==> src/rtl/core/ilst_pkg.sv <==
// ----------------------------------------------------------------------------
// ilst_pkg
// shared types and constants of the indexed list store
// ----------------------------------------------------------------------------
package ilst_pkg;

    localparam int DEPTH_DEFAULT = 64;
    localparam int DATA_W        = 32;
    localparam int POS_W         = 8;
    localparam int MODE_W        = 3;
    localparam int LEN_W         = 7;

    typedef enum logic [MODE_W-1:0] {
        MODE_READ       = 3'd0,
        MODE_INS_HEAD   = 3'd1,
        MODE_INS_TAIL   = 3'd2,
        MODE_INS_INDEX  = 3'd3,
        MODE_DELETE     = 3'd4
    } t_mode;

    typedef enum logic [1:0] {
        ST_DONE  = 2'd0,
        ST_RANGE = 2'd1,
        ST_FULL  = 2'd2
    } t_status;

    // shift command broadcast to every cell
    typedef struct packed {
        logic              ins;
        logic              del;
        logic [DATA_W-1:0] value;
    } t_cell_ctl;

endpackage

==> src/rtl/core/ilst_cell.sv <==
// ----------------------------------------------------------------------------
// ilst_cell
// one list slot; shifts up on insert, down on delete
// ----------------------------------------------------------------------------
module ilst_cell #(
    parameter int IDX_W    = 6,
    parameter int CELL_IDX = 0
) (
    input  logic                       i_clk,
    input  ilst_pkg::t_cell_ctl        i_ctl,
    input  logic [IDX_W-1:0]           i_pos,
    input  logic [ilst_pkg::DATA_W-1:0] i_prev,
    input  logic [ilst_pkg::DATA_W-1:0] i_next,
    output logic [ilst_pkg::DATA_W-1:0] o_data
);
    import ilst_pkg::*;

    localparam logic [IDX_W-1:0] MY_IDX = IDX_W'(CELL_IDX);

    logic [DATA_W-1:0] r_data;
    logic [DATA_W-1:0] n_data;

    always_comb begin
        n_data = r_data;
        if (i_ctl.ins) begin
            if (MY_IDX > i_pos) begin
                n_data = i_prev;
            end else if (MY_IDX == i_pos) begin
                n_data = i_ctl.value;
            end
        end else if (i_ctl.del) begin
            if (MY_IDX >= i_pos) begin
                n_data = i_next;
            end
        end
    end

    always_ff @(posedge i_clk) begin
        r_data <= n_data;
    end

    assign o_data = r_data;

endmodule

==> config.mk <==
export PLATFORM = sky130hd
export DESIGN_NAME = ilst_cell
export DESIGN_NICKNAME = d
export VERILOG_FILES = /design/src/rtl/core/ilst_pkg.sv /design/src/rtl/core/ilst_cell.sv
export SDC_FILE = /design/constraint.sdc
export NUM_CORES = 1
export LEC_CHECK = 0
export ABC_AREA = 1
export BUFFER_PORTS_ARGS = -buffer_cell sky130_fd_sc_hd__buf_2
export CAP_MARGIN = 5
export CORE_UTILIZATION = 38
export CTS_BUF_LIST = sky130_fd_sc_hd__clkbuf_2 sky130_fd_sc_hd__clkbuf_4 sky130_fd_sc_hd__clkbuf_8
export DETAILED_ROUTE_END_ITERATION = 12
export HOLD_SLACK_MARGIN = 0.06
export PLACE_DENSITY_LB_ADDON = 0.05
export RECOVER_POWER = 25
export SYNTH_ARGS = -nofsm -noshare
export SYNTH_HDL_FRONTEND = slang
export SYNTH_SLANG_ARGS = --single-unit
==> constraint.sdc <==
create_clock -name i_clk -period 3.5 [get_ports i_clk]
set_clock_uncertainty 0.1 [all_clocks]
set_input_delay 0.7 -clock i_clk [delete_from_list [all_inputs] [get_ports i_clk]]
set_output_delay 0.7 -clock i_clk [all_outputs]
set_load 0.01 [all_outputs]
== Word-level counts from Yosys, hierarchy flattened ==
Index checks and enable logic that the tools add are counted.

* Register bits after elaboration: 32
* Bits in latches: 0
* Memory bits (writable): 0
* Bits in read-only memories: 0
* Input port bits: 105
* Memories: 0

* $add $sub $neg: 0
* $mul: 0
* Divide/modulo/power cells: 0
* Magnitude comparators: 2
* Eq/ne operators: 1
* Shift operators: 0
* Mux-type cells: 5
* Bitwise logic cells: 0
* Reductions and logical operators: 4

{| class="wikitable"
|+ Operator list
! cell !! number
|-
| $mux W32 || 5
|-
| $ge A1 B6 Y1 const A || 1
|-
| $gt A1 B6 Y1 const A || 1
|-
| $logic_not A6 Y1 || 1
|-
| $reduce_bool A2 Y1 || 2
|-
| $ne A3 B1 Y1 const B || 1
|-
| $reduce_and A3 Y1 || 1
|}

== Logic depth before layout (Yosys ltp) ==
Gate-level depths: netlist (run 1).

* Depth after elaboration: 4
* Gate-level depth with buffers: 5
* Mapped depth without buffers: 4

== Worst setup path before layout (run 1) ==
No wires, ideal clock.

* Kind: input to register
* Start: input port i_ctl[33] in the netlist's numbering
* End: register r_data[0] (netlist: o_data[0]), enable pin
* Library setup time: 0.422 ns
* Arrival: 2.316 ns
* Required time: 2.978 ns
* Setup slack: 0.662 ns
* Stages on the path: 5
* Buffers on the path: 1
* Cells stage by stage: buf_6 -> inv_8 -> nand2_1 -> nand2_1 -> nor2_1

* Word-level cells in the longest chain between the ends: 2
* Elaborated cells on any way between the ends: 4
* Classes of those cells: 1 x eq/ne; 3 x reduce/logical

{| class="wikitable"
|+ Ends and longest elaborated chain
! what !! line !! source
|-
| start, declared || ilst_cell.sv:10 || <nowiki>input ilst_pkg::t_cell_ctl i_ctl,</nowiki>
|-
| $ne A3 B1 Y1 (no source line) / $reduce_bool A2 Y1 (equally long branches) || - ||
|-
| $reduce_and A3 Y1 (no source line) * || - ||
|-
| end signal, assigned || ilst_cell.sv:39 || <nowiki>r_data <= n_data;</nowiki>
|-
| end, declared || ilst_cell.sv:20 || <nowiki>logic [DATA_W-1:0] r_data;</nowiki>
|}

Every way passes the cells marked *; elsewhere a longest branch is shown, timed or not.
A chain may end at the register's enable or synchronous reset.

== Worst setup path after layout (run 1) ==
* Start: input port i_ctl[33] in the netlist's numbering
* End: register r_data[10] (netlist: o_data[10]) (data pin)

* Word-level cells in the longest chain between the ends: 1

{| class="wikitable"
|+ Ends and longest elaborated chain
! what !! line !! source
|-
| $mux W32 || ilst_cell.sv:25 || <nowiki>if (i_ctl.ins) begin</nowiki>
|-
| named net n_data[10] || ilst_cell.sv:21 || <nowiki>logic [DATA_W-1:0] n_data;</nowiki>
|}

The timed path passes the listed nets, and every way through them passes these cells.

==> results.py, run 1 <==
metrics = {
    "flow_run": {
        "drv_cap": 0,
    },
    "detailed_routing": {
        "drt-total-wl_mm": 3.05,
        "vias": 1263,
        "wl_per_cell_um": 10.2,
        "ant_nets": 0,
        "drt-initial-drc-count": 61,
        "vias_per_cell": 4.24,
        "drc": 0,
        "first_pass_iters": 4,
    },
    "placement": {
        "io_buffers": 104,
        "hpwl_mm": 2.09,
        "placed_cell_area_um2": 1990,
        "gp_congestion": 0.748,
    },
    "clocking": {
        "postCtsHoldBufs": 0,
        "cts_buffers": 5,
        "path_clk_slew_ps": 60,
        "h-tree-depth": 2,
        "cts_tree": "done",
        "cts_root_buf": "clkbuf_8",
        "post-cts-setup-buffers": 0,
        "cts_resized": 0,
        "clkSinkCount": 32,
        "clock_path_buffers": 2,
    },
    "timing": {
        "setup-tns-final_ps": 0,
        "report.final.slew_viol_count": 0,
        "post-route-min-period_ps": 2210,
        "hold_slack_ps": 587,
        "maxSlewHeadroom": 0.0800,
        "clock.fmax_mhz": 453,
        "finalCritPeriodShare": 0.631,
        "setup_violations": 0,
        "rsz0062_at_grt": "false",
        "worstMarginPinSlew_ps": 1380,
        "hold_viol_final": 0,
    },
    "finish": {
        "mostFrequentLayoutCells": "buf_2 (103), nand2_1 (86), edfxtp_1 (32)",
        "final_common_cell": "buf_2",
        "layout.nets": 354,
        "largest_reg_flops": 32,
        "fillers": 366,
        "fin_area_um2": 2070,
        "multi_input_area_um2": 427,
        "drive_above_1_share": 0.500,
        "syn2layout_area_growth_pct": 39.1,
        "ff_latch_area_um2": 961,
        "diodes": 0,
        "fin_util": 0.558,
    },
    "global_route": {
        "grt_max_degree": 34,
        "grt_antenna_before_repair": 0,
        "grt_pass1_wl_mm": 4.85,
        "grt_util_all_layers": 0.156,
        "grt_pass1_vias": 1196,
        "overflow": 0,
    },
    "setup_path": {
        "critPathKind": "primary input to flop",
        "cp-endpoint": "o_data[10]",
        "crit_arrival_ps": 2250,
        "crit_path_start_kind": "primary input",
        "slowest_delay_ps": 1050,
        "critPathLaunch": "i_ctl[33]",
        "cp_max_fo": 32,
        "cpMaxStageDelayCell": "clkbuf_1",
        "path_cells": "clkbuf_1 > clkbuf_1 > nand2_1 > nand2_2",
        "cpMostUsedCell": "clkbuf_1",
        "crit_required_ps": 3540,
        "cp-end-kind": "flop",
    },
    "synthesis": {
        "synthCells": 144,
        "syn_nets": 249,
        "yosys_warnings": 0,
        "ys_seq_elements": 32,
        "syn-mean-instance-area_um2": 10.3,
        "ys_seq_area_frac": 0.645,
        "synthesis.area_um2": 1490,
        "ys_types": 9,
    },
    "pwr": {
        "powerDensity_nw_per_um2": 383,
        "ir_drop_v": 0.000196,
        "p_leak_nw": 1.03,
    },
    "die": {
        "die_area_um2": 4180,
        "design.core.area_um2": 3720,
        "die_y_um": 64.6,
        "start_util": 0.401,
        "dieWidth_um": 64.6,
        "io_pins": 137,
        "rows": 22,
    },
    "status": {
        "outcome": "completed",
    },
    "hold_path": {
        "min_path_type": "primary input to flop",
    },
}
[worst min-delay path by stage]
stage | endpoint | from | slack [ps] | depth (start not counted)
after global placement | o_data[25] | i_next[25] | 860 | 3
after global routing | o_data[24] | i_next[24] | 580 | 3
after floorplan | o_data[2] | i_next[2] | 770 | 2
final | o_data[28] | i_next[28] | 590 | 3
after detailed placement | o_data[28] | i_next[28] | 870 | 3
after CTS | o_data[23] | i_next[23] | 580 | 3
[per-layer routing]
layer  up-vias  part of all wire  global-route usage
met2        62              0.48               0.287
li1        670                 -                   -
met3         4             0.086              0.0616
met5         -                 0                   0
met1       527              0.42               0.158
met4         0             0.012              0.0583
[report_power, final]
group,leakage [nW],switching [mW],internal [mW],total (mW)
Combinational,0.708,0.0456,0.0462,0.0918
Sequential,0.279,0.000716,0.429,0.429
Clock,0.0467,0.119,0.154,0.273
[synthesized netlist by cell type (all sizes together)]
cell type	n	share of area
edfxtp	32	0.64
buf	4	0.036
nand2	99	0.27
nor2	4	0.010
inv	2	0.010
clkbuf	3	0.028
[cells by family (layout without fill, tap and decap cells)]
logic type | Yosys count | count (layout) | synth area share
and+or+nand+nor | 103 | 103 | 0.281
buffers and inverters | 9 | 115 | 0.0739
DFF | 32 | 32 | 0.645
[per-stage QoR]
stage               instances  setup slack, ps  power (mW)
floorplan                 144              662       0.490
global placement          290             1180       0.530
detailed placement        290             1200       0.531
CTS                       298             1490       0.807
global route              298             1090       0.833
finish                    298             1290       0.794
[worst max-delay path: cells and delay by family]
kind / cells / cell delay, ps
buffers and inverters: 2 / 1260
AND/OR/NAND/NOR: 2 / 280
[layout make-up]
| type | count | area share |
|---|---|---|
| flip-flops and latches | 32 | 0.463 |
| clock inverters | 1 | 0.00181 |
| clock buffers | 7 | 0.0404 |
| inverters | 2 | 0.00724 |
| multi-input cells | 103 | 0.206 |
| well taps | 48 | 0.0290 |
| repair buffers | 105 | 0.252 |
No activity file was read; power rests on OpenSTA's default activity.
==> run 2: changes to the inputs <==
Settings changed: CORE_UTILIZATION 38 to 34.
Clock period 3.5 ns to 1.93 ns, I/O delays scaled along.
==> results.py, run 2 (synthesis results as in run 1) <==
metrics = {
    "status": {
        "outcome": "completed",
    },
    "finish": {
        "largest_reg_flops": 32,
        "ff_latch_area_um2": 961,
        "fin_util": 0.510,
        "syn2layout_area_growth_pct": 40.7,
        "layout.nets": 355,
        "fillers": 416,
        "diodes": 0,
        "multi_input_area_um2": 427,
        "final_common_cell": "buf_2",
        "drive_above_1_share": 0.506,
        "mostFrequentLayoutCells": "buf_2 (103), nand2_1 (86), edfxtp_1 (32)",
    },
    "die": {
        "design.core.area_um2": 4120,
        "dieWidth_um": 68.2,
        "io_pins": 137,
        "start_util": 0.362,
        "die_area_um2": 4650,
        "rows": 23,
        "die_y_um": 68.2,
    },
    "global_route": {
        "use_met1": 0.127,
        "grt_pass1_wl_mm": 4.33,
        "overflow": 0,
        "grt_use_met3": 0.0667,
        "grt_pass1_vias": 1016,
        "grt_util_all_layers": 0.134,
        "gr-max-usage-layer": "met2",
        "grt_max_degree": 34,
        "grt_antenna_before_repair": 0,
        "gr-usage-met2": 0.245,
    },
    "detailed_routing": {
        "vias_per_cell": 4.21,
        "drt-total-wl_mm": 3.14,
        "drt-initial-drc-count": 97,
        "ant_nets": 0,
        "wl_per_cell_um": 10.4,
        "first_pass_iters": 4,
        "vias": 1268,
        "drc": 0,
    },
    "pwr": {
        "ir_drop_v": 0.000403,
        "powerDensity_nw_per_um2": 687,
        "p_leak_nw": 1.04,
    },
    "clocking": {
        "h-tree-depth": 2,
        "postCtsHoldBufs": 0,
        "cts_buffers": 5,
        "cts_resized": 0,
        "cts_root_buf": "clkbuf_8",
        "cts_tree": "done",
        "clkSinkCount": 32,
        "post-cts-setup-buffers": 0,
        "clock_path_buffers": 2,
        "path_clk_slew_ps": 60,
    },
    "timing": {
        "post-route-min-period_ps": 1410,
        "clock.fmax_mhz": 710,
        "rsz0062_at_grt": "false",
        "report.final.slew_viol_count": 0,
        "setup-tns-final_ps": 0,
        "worstMarginPinSlew_ps": 658,
        "maxSlewHeadroom": 0.561,
        "hold_viol_final": 0,
        "setup_violations": 0,
        "worst_slack_ps": 521,
        "finalCritPeriodShare": 0.730,
    },
    "setup_path": {
        "cp_max_fo": 32,
        "crit_required_ps": 1970,
        "critPathKind": "primary input to flop",
        "crit_path_start_kind": "primary input",
        "cp-end-kind": "flop",
        "crit_arrival_ps": 1450,
        "critPathLaunch": "i_ctl[33]",
    },
    "placement": {
        "gp_congestion": 0.679,
        "hpwl_mm": 2.15,
        "io_buffers": 104,
        "post-place-ws_ps": 388,
    },
    "hold_path": {
        "worst_hold_startpoint": "i_next[27]",
        "worstHoldEndpoint": "o_data[27]",
        "min_path_type": "primary input to flop",
        "worstHoldPathCells": 3,
    },
    "flow_run": {
        "drv_cap": 0,
    },
}
-- run 2: cell count changes in the layout (fill, tap and decap cells not counted) --
cell,before,now
clkbuf_1,2,1
buf_12,0,1
clkbuf_2,0,1
-- run 2: worst max-delay path, cell delays in order --
cell      delay [ps]
clkbuf_1         210
clkbuf_2         580
nand2_1          150
nand2_2          100
-- run 2: how the worst max path moves through the flow --
stage,to,slack (ps)
CTS,o_data[0],630
global placement,o_data[11],390
finish,o_data[10],520
floorplan,o_data[0],280
detailed placement,o_data[19],390
global route,o_data[10],440
-- run 2: where the power goes --
part           internal [mW]  leakage (nW)  switching, mW
registers              0.777         0.279        0.00126
logic                 0.0838         0.720         0.0823
clock network          0.278        0.0467          0.218
-- run 2: layout make-up --
type,instances,area share
Tap cell,50,0.0298
Clock inverter,1,0.00179
Inverter,2,0.00716
Timing Repair Buffer,106,0.260
Clock buffer,7,0.0400
Sequential cell,32,0.458
Multi-Input combinational cell,103,0.203
-- run 2: per-stage QoR --
stage	power [mW]	cells	instance area [um2]	hold slack, ps
final	1.44	301	2100	273
after floorplan	0.889	144	1500	459
after global routing	1.51	301	2100	266
after detailed placement	0.964	293	2010	555
after global placement	0.961	293	2010	551
after CTS	1.47	301	2100	264
-- run 2: layer usage --
layer / part of all wire / vias to the layer above
met4: 0.0057 / 0
met3: 0.086 / 2
met2: 0.53 / 57
met5: 0 / -
met1: 0.38 / 543
li1: - / 666
